--- config.mk ---
export PLATFORM = sky130hd
export DESIGN_NAME = lidar_scan_segmenter
export DESIGN_NICKNAME = d
export VERILOG_FILES = /design/src/rtl/core/lss_pkg.sv /design/src/rtl/core/lss_cfg_regs.sv /design/src/rtl/core/lss_seg_core.sv /design/src/rtl/core/lss_out_queue.sv /design/src/rtl/core/lidar_scan_segmenter.sv
export SDC_FILE = /design/constraint.sdc
export NUM_CORES = 2
export LEC_CHECK = 0
export BUFFER_PORTS_ARGS = -buffer_cell sky130_fd_sc_hd__buf_2
export CAP_MARGIN = 20
export CORE_MARGIN = 5
export CORE_UTILIZATION = 60
export DETAILED_ROUTE_END_ITERATION = 6
export PLACE_DENSITY = 0.82
export SYNTH_ARGS = -nofsm -noshare
export SYNTH_HDL_FRONTEND = slang
export SYNTH_HIERARCHICAL = 1
export SYNTH_SLANG_ARGS = --single-unit
--- constraint.sdc ---
create_clock -name clk -period 14.6 [get_ports clk]
set_clock_uncertainty 0.15 [all_clocks]
set_input_delay 2.92 -clock clk [delete_from_list [all_inputs] [get_ports clk]]
set_output_delay 2.92 -clock clk [all_outputs]
set_load 0.05 [all_outputs]
--- src/rtl/core/lss_pkg.sv ---
// Shared types, constants and register indexes for the lidar scan segmenter.
// No dependencies; every other file of the block imports this package.
package lss_pkg;

    // Payload widths fixed by the stream format
    localparam int RANGE_W    = 24;
    localparam int OUT_IDX_W  = 12;
    localparam int END_W      = 13;
    localparam int SIZE_W     = 13;
    localparam int DISC_W     = 16;
    localparam int BF_W       = 16;
    localparam int S_TDATA_W  = 24;
    localparam int M_TDATA_W  = 64;
    localparam int CFG_IDX_W  = 3;
    localparam int CFG_DATA_W = 24;

    localparam logic [RANGE_W-1:0] NONFINITE = '1;

    localparam int LSS_MAX_RAYS = 4096;

    // Output queue
    localparam int QDEPTH = 4;
    localparam int QPTR_W = 2;

    // Register reset values
    localparam logic [RANGE_W-1:0] RST_RANGE_MIN = 24'd0;
    localparam logic [RANGE_W-1:0] RST_RANGE_MAX = 24'd16777214;
    localparam logic [DISC_W-1:0]  RST_DISCOUNT  = 16'd58982;
    localparam logic [BF_W-1:0]    RST_BREAK_FAC = 16'd768;
    localparam logic [SIZE_W-1:0]  RST_MIN_SIZE  = 13'd5;
    localparam logic               RST_PART_EN   = 1'b1;

    typedef enum logic [CFG_IDX_W-1:0] {
        CFG_RANGE_MIN  = 3'd0,
        CFG_RANGE_MAX  = 3'd1,
        CFG_DISCOUNT   = 3'd2,
        CFG_BREAK_FAC  = 3'd3,
        CFG_MIN_SIZE   = 3'd4,
        CFG_PART_EN    = 3'd5
    } cfg_idx_t;

    typedef struct packed {
        logic [RANGE_W-1:0] range_min;
        logic [RANGE_W-1:0] range_max;
        logic [DISC_W-1:0]  discount;
        logic [BF_W-1:0]    break_factor;
        logic [SIZE_W-1:0]  min_size;
        logic               part_en;
    } lss_cfg_t;

    typedef struct packed {
        logic [OUT_IDX_W-1:0]    ray_index;
        logic                    ray_hit;
        logic                    ray_continuous;
        logic                    partition_found;
        logic [OUT_IDX_W-1:0]    partition_begin;
        logic signed [END_W-1:0] partition_end;
        logic [RANGE_W-1:0]      max_hit_range;
        logic                    final_result;
    } lss_result_t;

    // One or two results handed to the output queue in a cycle
    typedef struct packed {
        logic [1:0]  count;
        lss_result_t res0;
        lss_result_t res1;
    } lss_push_t;

endpackage

--- src/rtl/core/lss_cfg_regs.sv ---
// Configuration register file of the lidar scan segmenter.
// Depends on lss_pkg for the register indexes, widths and reset values.
module lss_cfg_regs
    import lss_pkg::*;
(
    input  logic                  clk,
    input  logic                  rst_n,
    input  logic                  cfg_valid,
    output logic                  cfg_ready,
    input  logic [CFG_IDX_W-1:0]  cfg_index,
    input  logic [CFG_DATA_W-1:0] cfg_data,
    output lss_cfg_t              cfg
);

    lss_cfg_t cfg_reg;
    lss_cfg_t cfg_next;

    assign cfg_ready = 1'b1;
    assign cfg       = cfg_reg;

    always_comb
    begin
        cfg_next = cfg_reg;
        if (cfg_valid)
        begin
            unique case (cfg_index)
                CFG_RANGE_MIN: cfg_next.range_min    = cfg_data[RANGE_W-1:0];
                CFG_RANGE_MAX: cfg_next.range_max    = cfg_data[RANGE_W-1:0];
                CFG_DISCOUNT:  cfg_next.discount     = cfg_data[DISC_W-1:0];
                CFG_BREAK_FAC: cfg_next.break_factor = cfg_data[BF_W-1:0];
                CFG_MIN_SIZE:  cfg_next.min_size     = cfg_data[SIZE_W-1:0];
                CFG_PART_EN:   cfg_next.part_en      = cfg_data[0];
                default:       cfg_next = cfg_reg;
            endcase
        end
    end

    always_ff @(posedge clk or negedge rst_n)
    begin
        if (!rst_n)
        begin
            cfg_reg.range_min    <= RST_RANGE_MIN;
            cfg_reg.range_max    <= RST_RANGE_MAX;
            cfg_reg.discount     <= RST_DISCOUNT;
            cfg_reg.break_factor <= RST_BREAK_FAC;
            cfg_reg.min_size     <= RST_MIN_SIZE;
            cfg_reg.part_en      <= RST_PART_EN;
        end
        else
        begin
            cfg_reg <= cfg_next;
        end
    end

endmodule

--- src/rtl/core/lss_seg_core.sv ---
// Per-ray datapath: input register, scan state and the combinational decision logic.
// Depends on lss_pkg for the config and result structs.
module lss_seg_core
    import lss_pkg::*;
#(
    parameter int MAX_RAYS = LSS_MAX_RAYS
)
(
    input  logic               clk,
    input  logic               rst_n,
    input  lss_cfg_t           cfg,
    input  logic               s_tvalid,
    output logic               s_tready,
    input  logic [RANGE_W-1:0] ray_range,
    input  logic               last_ray,
    input  logic               room,
    output lss_push_t          push
);

    localparam int IDX_W = $clog2(MAX_RAYS);
    localparam int PS_W  = IDX_W + 1;
    localparam int CMP_W = (PS_W > SIZE_W) ? PS_W : SIZE_W;
    localparam logic [IDX_W-1:0] LAST_IDX = IDX_W'(MAX_RAYS - 1);

    // Input register
    logic               in_valid_reg;
    logic [RANGE_W-1:0] in_range_reg;
    logic               in_last_reg;

    // Scan state
    logic [IDX_W-1:0]   cnt_reg;
    logic [RANGE_W-1:0] prev_range_reg;
    logic               prev_hit_reg;
    logic               prev_cont_reg;
    logic [RANGE_W-1:0] mean_reg;
    logic [PS_W-1:0]    pstart_reg;
    logic [RANGE_W-1:0] best_reg;

    logic               fire;
    logic               accept;
    logic               is_last;
    logic               first_ray;
    logic               hit;
    logic [RANGE_W-1:0] best_upd;
    logic [RANGE_W-1:0] step;
    logic [39:0]        bf_mean;
    logic [39:0]        step_ext;
    logic               brk;
    logic               upd_en;
    logic [RANGE_W-1:0] mean_eff;
    logic signed [RANGE_W:0] delta;
    logic [DISC_W:0]    wgt;
    logic signed [42:0] prod;
    logic signed [42:0] rnd;
    logic [RANGE_W-1:0] mean_calc;
    logic               cont_prev;
    logic [IDX_W-1:0]   ka;
    logic [PS_W-1:0]    m_a;
    logic               close_a;
    logic               found_a;
    logic [PS_W-1:0]    ps_a;
    logic [PS_W-1:0]    m_b;
    logic               found_b;
    lss_result_t        res_a;
    lss_result_t        res_b;

    function automatic lss_result_t make_result(
        input logic [IDX_W-1:0]   k,
        input logic               k_hit,
        input logic               k_cont,
        input logic               found,
        input logic [PS_W-1:0]    ps,
        input logic               fin,
        input logic [RANGE_W-1:0] best
    );
        lss_result_t res;
        logic signed [IDX_W+1:0] k_s;
        logic signed [IDX_W+1:0] end_s;
        k_s   = $signed({2'b00, k});
        end_s = k_hit ? k_s : k_s - $signed((IDX_W+2)'(1));
        res.ray_index       = OUT_IDX_W'(k);
        res.ray_hit         = k_hit;
        res.ray_continuous  = k_cont;
        res.partition_found = found;
        res.partition_begin = '0;
        res.partition_end   = '0;
        if (found)
        begin
            res.partition_begin = OUT_IDX_W'(ps);
            res.partition_end   = END_W'(end_s);
        end
        res.max_hit_range   = best;
        res.final_result    = fin;
        return res;
    endfunction

    // Hold the input register until its ray has gone through the decision logic
    assign fire     = in_valid_reg && room;
    assign s_tready = !in_valid_reg || fire;
    assign accept   = s_tvalid && s_tready;

    always_comb
    begin
        first_ray = (cnt_reg == '0);
        is_last   = in_last_reg || (cnt_reg == LAST_IDX);
        hit       = (in_range_reg != '0) && (in_range_reg != NONFINITE)
                    && (in_range_reg >= cfg.range_min) && (in_range_reg <= cfg.range_max);
        best_upd  = (hit && (in_range_reg > best_reg)) ? in_range_reg : best_reg;

        // Absolute range step, saturated after a non-finite ray
        if (prev_range_reg == NONFINITE)
            step = NONFINITE;
        else if (in_range_reg >= prev_range_reg)
            step = in_range_reg - prev_range_reg;
        else
            step = prev_range_reg - in_range_reg;

        bf_mean  = 40'(cfg.break_factor) * 40'(mean_reg);
        step_ext = {8'b0, step, 8'b0};
        brk      = step_ext > bf_mean;
        upd_en   = cfg.part_en && !first_ray && hit;

        // g*m + (1-g)*d written as m + (1-g)*(d-m), rounded half up
        mean_eff  = (mean_reg == '0) ? step : mean_reg;
        delta     = $signed({1'b0, step}) - $signed({1'b0, mean_eff});
        wgt       = (DISC_W+1)'(1 << DISC_W) - {1'b0, cfg.discount};
        prod      = delta * $signed({1'b0, wgt});
        rnd       = prod + 43'sd32768;
        mean_calc = mean_eff + rnd[RANGE_W+15:16];

        cont_prev = prev_cont_reg && !(upd_en && brk);

        // Decision of the previous ray
        ka      = cnt_reg - IDX_W'(1);
        m_a     = {1'b0, ka} - pstart_reg + PS_W'(1);
        close_a = cfg.part_en && (!prev_hit_reg || !cont_prev);
        found_a = close_a && (CMP_W'(m_a) >= CMP_W'(cfg.min_size));
        ps_a    = (!first_ray && close_a) ? ({1'b0, ka} + PS_W'(1)) : pstart_reg;

        // Decision of the closing ray of the scan
        m_b     = {1'b0, cnt_reg} - ps_a + PS_W'(1);
        found_b = cfg.part_en && (CMP_W'(m_b) >= CMP_W'(cfg.min_size));

        res_a = make_result(ka, prev_hit_reg, cfg.part_en && cont_prev, found_a,
                            pstart_reg, 1'b0, best_upd);
        res_b = make_result(cnt_reg, hit, 1'b0, found_b, ps_a, 1'b1, best_upd);

        push.count = '0;
        push.res0  = first_ray ? res_b : res_a;
        push.res1  = res_b;
        if (fire)
            push.count = 2'({1'b0, !first_ray} + {1'b0, is_last});
    end

    always_ff @(posedge clk or negedge rst_n)
    begin
        if (!rst_n)
            in_valid_reg <= 1'b0;
        else if (s_tready)
            in_valid_reg <= s_tvalid;
    end

    always_ff @(posedge clk)
    begin
        if (accept)
        begin
            in_range_reg <= ray_range;
            in_last_reg  <= last_ray;
        end
    end

    always_ff @(posedge clk or negedge rst_n)
    begin
        if (!rst_n)
        begin
            cnt_reg        <= '0;
            prev_range_reg <= '0;
            prev_hit_reg   <= 1'b0;
            prev_cont_reg  <= 1'b0;
            mean_reg       <= '0;
            pstart_reg     <= '0;
            best_reg       <= '0;
        end
        else if (fire)
        begin
            if (is_last)
            begin
                cnt_reg        <= '0;
                prev_range_reg <= '0;
                prev_hit_reg   <= 1'b0;
                prev_cont_reg  <= 1'b0;
                mean_reg       <= '0;
                pstart_reg     <= '0;
                best_reg       <= '0;
            end
            else
            begin
                cnt_reg        <= cnt_reg + IDX_W'(1);
                prev_range_reg <= in_range_reg;
                prev_hit_reg   <= hit;
                prev_cont_reg  <= !first_ray;
                pstart_reg     <= ps_a;
                best_reg       <= best_upd;
                if (upd_en)
                    mean_reg <= mean_calc;
            end
        end
    end

endmodule

--- src/rtl/core/lss_out_queue.sv ---
// Four-entry result queue between the decision logic and the output stream.
// Depends on lss_pkg for the result and push structs.
module lss_out_queue
    import lss_pkg::*;
(
    input  logic        clk,
    input  logic        rst_n,
    input  lss_push_t   push,
    output logic        room,
    output logic        m_tvalid,
    input  logic        m_tready,
    output lss_result_t head
);

    lss_result_t       q_reg [QDEPTH];
    logic [QPTR_W-1:0] wr_ptr_reg;
    logic [QPTR_W-1:0] wr_ptr_next;
    logic [QPTR_W-1:0] rd_ptr_reg;
    logic [QPTR_W-1:0] rd_ptr_next;
    logic [QPTR_W:0]   count_reg;
    logic [QPTR_W:0]   count_next;
    logic              pop;

    // Room for a full pair of results
    assign room     = count_reg <= (QPTR_W+1)'(QDEPTH - 2);
    assign m_tvalid = count_reg != '0;
    assign head     = q_reg[rd_ptr_reg];
    assign pop      = m_tvalid && m_tready;

    always_comb
    begin
        wr_ptr_next = wr_ptr_reg + QPTR_W'(push.count);
        rd_ptr_next = rd_ptr_reg + QPTR_W'(pop);
        count_next  = count_reg + (QPTR_W+1)'(push.count) - (QPTR_W+1)'(pop);
    end

    always_ff @(posedge clk)
    begin
        if (push.count != 2'd0)
            q_reg[wr_ptr_reg] <= push.res0;
        if (push.count == 2'd2)
            q_reg[wr_ptr_reg + QPTR_W'(1)] <= push.res1;
    end

    always_ff @(posedge clk or negedge rst_n)
    begin
        if (!rst_n)
        begin
            wr_ptr_reg <= '0;
            rd_ptr_reg <= '0;
            count_reg  <= '0;
        end
        else
        begin
            wr_ptr_reg <= wr_ptr_next;
            rd_ptr_reg <= rd_ptr_next;
            count_reg  <= count_next;
        end
    end

endmodule

--- src/rtl/core/lidar_scan_segmenter.sv ---
// Top level of the lidar scan segmenter: config registers, decision core, result queue.
// Depends on lss_pkg, lss_cfg_regs, lss_seg_core and lss_out_queue.
//
//   channel   group                          moves                        width
//   -------   ----------------------------   --------------------------   -----
//   input     s_tvalid/s_tready/s_tdata      one ray request              24+1
//             s_tlast
//   output    m_tvalid/m_tready/m_tdata      one ray decision             64+1+1
//             m_tuser/m_tlast
//   config    cfg_valid/cfg_ready            one register write request   3+24
//             cfg_index/cfg_data
//
// One ray request is taken every cycle while the queue has room for two results. A ray waits
// in the input register; the decision logic (one range-step multiply and one mean-update
// multiply) writes its results into a four-entry queue whose count register drives m_tvalid.
// The last ray of a scan yields two results unless it is also the first; the queue drains
// one per cycle while m_tready is high. s_tready drops only while it holds three or more.
// Reset clears all scan state and loads the register defaults; no clearing pass is needed.
module lidar_scan_segmenter
    import lss_pkg::*;
#(
    parameter int MAX_RAYS = LSS_MAX_RAYS
)
(
    input  logic                  clk,
    input  logic                  rst_n,
    // ray request
    input  logic                  s_tvalid,
    output logic                  s_tready,
    input  logic [S_TDATA_W-1:0]  s_tdata,    // [23:0] ray_range
    input  logic                  s_tlast,    // last_ray
    // ray decision
    output logic                  m_tvalid,
    input  logic                  m_tready,
    output logic [M_TDATA_W-1:0]  m_tdata,    // [11:0] ray_index, [12] ray_hit,
                                              // [13] ray_continuous, [25:14] partition_begin,
                                              // [38:26] partition_end, [62:39] max_hit_range,
                                              // [63] zero
    output logic                  m_tuser,    // partition_found
    output logic                  m_tlast,    // final_result
    // register write request
    input  logic                  cfg_valid,
    output logic                  cfg_ready,
    input  logic [CFG_IDX_W-1:0]  cfg_index,
    input  logic [CFG_DATA_W-1:0] cfg_data
);

    lss_cfg_t    cfg;
    lss_push_t   push;
    lss_result_t head;
    logic        room;

    lss_cfg_regs u_cfg (
        .clk       (clk),
        .rst_n     (rst_n),
        .cfg_valid (cfg_valid),
        .cfg_ready (cfg_ready),
        .cfg_index (cfg_index),
        .cfg_data  (cfg_data),
        .cfg       (cfg)
    );

    // Advance a ray per cycle while the queue has room for a pair of results
    lss_seg_core #(
        .MAX_RAYS (MAX_RAYS)
    ) u_core (
        .clk       (clk),
        .rst_n     (rst_n),
        .cfg       (cfg),
        .s_tvalid  (s_tvalid),
        .s_tready  (s_tready),
        .ray_range (s_tdata[RANGE_W-1:0]),
        .last_ray  (s_tlast),
        .room      (room),
        .push      (push)
    );

    lss_out_queue u_queue (
        .clk      (clk),
        .rst_n    (rst_n),
        .push     (push),
        .room     (room),
        .m_tvalid (m_tvalid),
        .m_tready (m_tready),
        .head     (head)
    );

    // Pack the head result, first field in the lowest bits
    assign m_tdata = {1'b0, head.max_hit_range, head.partition_end, head.partition_begin,
                      head.ray_continuous, head.ray_hit, head.ray_index};
    assign m_tuser = head.partition_found;
    assign m_tlast = head.final_result;

endmodule

; ---- After elaboration in Yosys (flattened, before gate mapping)
; Memories as Yosys holds them, arrays and structs flattened.
; Cells that the tools add are included.
[totals]
mem_bits_rw = 260
inputBits = 57
register_bits = 226
latchBits = 0
output_inout_bits = 69
memories = 1
romBits = 0
wordCells = 121
[memory_table]
columns = memory, depth, width, read_ports, rd_clocked_by_memory_dff, wr, line_no
row1 = u_queue.q_reg, 4, 65, 1, 0, 2, lss_out_queue.sv:15  ; lss_result_t q_reg [QDEPTH];
[op_classes]
multipliers = 2
magnitude_cmp = 8
reduce_logical = 38
div = 0
bitwise = 0
add_sub_neg = 21
muxes = 23
n_eq_ne = 9
n_shift = 0
[ops]
columns = op, n
row1 = $mux W24, 8
row2 = $mux W65, 1
row3 = $mux W13, 4
row4 = $mux W25, 2
row5 = $ge A24 B24 Y1, 2
row6 = $sub A24 B24 Y24, 2
row7 = $add A40 B17 Y40 const B, 1
row8 = $gt A32 B40 Y1, 1
row9 = $mul A16 B24 Y40, 1
row10 = $mul A25 B18 Y40, 1
row11 = $add A13 B1 Y13 const B, 2
row12 = $ge A13 B13 Y1, 2
row13 = $sub A12 B1 Y13 const B, 2
row14 = $sub A12 B13 Y13, 2
row15 = $sub A24 B24 Y25, 1
row16 = $add A24 B24 Y24, 1
row17 = $eq A24 B24 Y1 const B, 1
row18 = $gt A24 B24 Y1, 1
row19 = $le A24 B24 Y1, 1
row20 = $logic_not A24 Y1, 1
row21 = $ne A24 B24 Y1 const B, 1
row22 = $reduce_bool A24 Y1, 1
row23 = $sub A17 B16 Y17 const A, 1
row24 = $logic_and A1 B1 Y1, 16
row25 = 25 further kinds, 45

; ---- Depth between registers and ports, before layout
[depth]
depth_word = 19
ltp_mapped = 63

; ---- By module
; The synthesis kept the hierarchy.
[modules_own_cells]
columns = module, instances, area_per_inst_um2, cells_each
row1 = lss_seg_core, 1, 42892.4, 5094
row2 = lss_out_queue, 1, 13337.8, 668
row3 = lss_cfg_regs, 1, 3783.6, 205
row4 = lidar_scan_segmenter, 1, 11.3, 2

; ---- Worst setup path after synthesis
; OpenSTA, ideal clock, no wires.
[synth_path]
path_kind = flip-flop to flip-flop
start = register u_core.mean_reg[10]
end = memory u_queue/q_reg[2][41] (netlist name), data pin
slack_ps = 981
synth_period_minus_slack_ps = 13619
arrival_time_ps = 13209
stages_incl_launch_ff = 59
path_buffers = 4
setup_time_ps = 260
path_cell_list = dfrtp_1 -> clkbuf_1 -> clkbuf_1 -> nand2_1 -> fa_1 -> fa_1 -> fa_1 -> inv_1 -> fa_1 -> fa_1 -> inv_1 -> fa_1 -> inv_1 -> ha_1 -> a21o_1 -> a21oi_1 -> o21a_1 -> o21ai_0 -> [... 23 more ...] -> a21oi_1 -> nor2b_1 -> o21a_1 -> nor3_1 -> o31ai_1 -> o41ai_1 -> xor2_1 -> mux2i_1 -> o221ai_1 -> nor3b_1 -> ha_1 -> a2111o_1 -> o311ai_1 -> clkinv_1 -> nand2b_1 -> clkbuf_1 -> a21oi_1 -> mux2_4
[synth_lines]
columns = item, line_no
row1 = "start, declared", lss_seg_core.sv:35  ; logic [RANGE_W-1:0] mean_reg;
row2 = "start signal, assigned", lss_seg_core.sv:205  ; mean_reg <= mean_calc;
row3 = "end, declared", lss_out_queue.sv:15

==> impl_metrics.yaml <==
worst_setup_path:
  cp_slowest_cell: "dfrtp_1"
  worstSetupStartpointType: "flop"
  worstPathArrival_ns: 14.43
  max_stage_delay_ns: 0.60
  end_kind: "flop"
  cpMostUsedCell: "fa_1"
  critPathBufInv: 9
  crit_fanout: 14
  cp.required_ns: 14.82
  critPathTopFamily: "adder cells"
  crit_type: "reg -> reg"
cells_and_area:
  final_cell_mix: "1,000 x inv_1, 708 x fa_1, 637 x nand2_1"
  fin_nets: 7307
  fin_cells: 7388
  largest_reg_flops: 260
  layout-drive-gt1-share: 0.161
  area_growth_pct: 7.14
  mostFrequentLayoutCell: "inv_1"
  utilization: 0.645
clocking:
  insertion_delay_ns: 0.63
  cts_max_level: 2
  cts_buffers: 52
  clock_sinks: 486
  hold_buffers: 0
  root_buffer: "clkbuf_16"
  clkSlewWorstSetupHoldPaths_ns: 0.07
  cts_tree: "done"
  ctsLongestPathBuffers: 3
logic_synthesis:
  ys_types: 113
  yosysWarnings: 6
  synth_top_area_frac: 0.236
  synth-adder-area-share: 0.341
  synth.area.top_cells: "fa_1 24%, edfxtp_1 14%, ha_1 11%, dfrtp_1 6.8%, inv_1 6.3%"
  ys_seq_elements: 486
  synth_mux_area_frac: 0.103
  async_flop_share: 0.414
  yosysTopAreaCell: "fa_1"
  seq_area_frac_synth: 0.227
  syn_inst: 5969
  synth_top_family_by_area: "adder cells"
  avgSynthCellArea_um2: 10.1
  synth_edf_count: 285
  synth-compound-area-share: 0.0853
  syn_area_um2: 60000
  synth-main-ff-cell: "edfxtp_1"
  synthSimpleGateAreaFrac: 0.121
  synth_xor_area_frac: 0.0329
  syn-num-nets: 7238
die:
  die_area_um2: 106000
  die_w_um: 326
  core_region_area_um2: 99700
  num_rows: 116
  die_y_um: 326
  start_util: 0.602
  pin_count: 126
sta:
  setup_viol: 0
  fmax_mhz: 70.4
  fin_crit_sh: 0.973
  tightest_slew_ns: 1.11
  max_slew_margin: 0.263
  slew_viol_final: 0
  fin_crit_ns: 14.21
  timing.final.ws_setup_ns: 0.387
  hold_viol: 0
  whs_ns: 0.346
run:
  maxCapViolations: 0
placement:
  place_hpwl_um: 126000
  gp_congestion: 1.02
  numPlacedInstances: 7263
  place_ws_ns: -0.111
  port_buffers: 123
drt:
  via_per_inst: 6.13
  drt_iter0_markers: 4263
  drt_first_pass_iters: 6
  drc_errors: 0
  ant_nets: 0
  vias: 45300
  routedWlPerCell_um: 22.5
  finalWirelength_um: 166000
grt:
  grt_usage: 0.309
  grt_pass1_vias: 47600
  antenna_found_initial: 10
  grt_max_degree: 78
  globalRouteOverflowTotal: 0
  grt_pass1_wl_um: 261000
status:
  status: "finished clean"
min_path:
  hp-class: "reg -> reg"
-- stage by stage --
step	instance area [um2]	setup TNS, ns
2_1_floorplan	60000	0
3_3_place_gp	62100	0
3_5_place_dp	62100	-0.111
4_1_cts	63900	0
5_1_grt	64300	-2.84
6_report	64300	0
-- cell usage after synthesis, drive strengths merged, types with 7 or more instances --
| library cell | count |
|---|---|
| inv | 1002 |
| fa | 708 |
| nand2 | 642 |
| ha | 504 |
| mux2 | 360 |
| edfxtp | 285 |
| nor2 | 277 |
| a21oi | 214 |
| o21ai | 193 |
| clkbuf | 186 |
| and2 | 179 |
| dfrtp | 164 |
| xnor2 | 138 |
| a21o | 118 |
| buf | 114 |
| nand3 | 83 |
| xor2 | 82 |
| mux4 | 65 |
| nor3 | 54 |
| nand4 | 49 |
| nand2b | 43 |
| o21a | 43 |
| nor2b | 39 |
| dfstp | 37 |
| nor4 | 28 |
| or3 | 28 |
| a22o | 27 |
| and3 | 27 |
| o21bai | 24 |
| a211oi | 22 |
| o31ai | 21 |
| mux2i | 19 |
| o211ai | 15 |
| a32o | 13 |
| or2 | 13 |
| a31oi | 11 |
| nand3b | 11 |
| and4 | 7 |
-- cells by family (layout without fill, tap and decap cells) --
logic type / after synthesis / count (layout)
AO/OA/AOI/OAI: 784 / 784
XOR/XNOR: 222 / 222
adder cells (fa/ha/maj): 1212 / 1212
buffers and inverters: 1305 / 1418
flip-flops: 486 / 486
multiplexers: 444 / 444
other: 4 / 12
AND/OR/NAND/NOR: 1512 / 1512
-- timing repair --
action,CTS,global route
gates resized for setup,4,69
pin swaps,1,7
buffers inserted,2,14
setup endpoints to repair,2,119
-- routing by layer --
metal	vias up	global-route usage	routed length [um]
li1	19700	-	-
met1	22500	0.404	63600
met2	2525	0.496	76800
met3	544	0.0738	17800
met4	2	0.133	8150
met5	-	0	11
-- final cells by class --
| class | instances | area (um2) |
|---|---|---|
| sequential | 486 | 13700 |
| clock buffer | 60 | 1380 |
| antenna | 8 | 20.0 |
| clock inverter | 38 | 390 |
| inverter | 1005 | 3780 |
| fill | 7508 | 35400 |
| multi-input combinational | 4178 | 41400 |
| tap | 1298 | 1620 |
| timing repair buffer | 315 | 2110 |
-- worst register-to-register path, delay by kind of cell, from the launching register on --
family	cells	cell delay, ns
AO/OA/AOI/OAI	16	4.12
flip-flops	1	0.60
multiplexers	1	0.36
adder cells (fa/ha/maj)	11	4.45
AND/OR/NAND/NOR	16	2.51
XOR/XNOR	2	0.53
buffers and inverters	9	1.24
-- path summary, 6_finish.rpt --
kind	end	slack, ns	start	depth (start not counted)
setup / recovery	u_queue/q_reg[3][45]$_DFFE_PP_	0.39	u_cfg/cfg[20]$_DFFE_PN0P_	55
hold / removal	u_cfg/cfg[87]$_DFFE_PN0P_	0.35	u_cfg/cfg[87]$_DFFE_PN0P_	1
setup reg to reg	u_queue/q_reg[3][45]$_DFFE_PP_	0.39	u_cfg/cfg[20]$_DFFE_PN0P_	55
hold reg to reg	u_cfg/cfg[87]$_DFFE_PN0P_	0.35	u_cfg/cfg[87]$_DFFE_PN0P_	1
max in group asynchronous	u_cfg/cfg[92]$_DFFE_PN0P_	10.40	rst_n	3
min in group asynchronous	u_core/cnt_reg[2]$_DFFE_PN0P_	2.11	rst_n	1
Power is left out: the tool's default activity adds up to more than one toggle a clock period on the data nets, which glitch-free logic cannot reach.
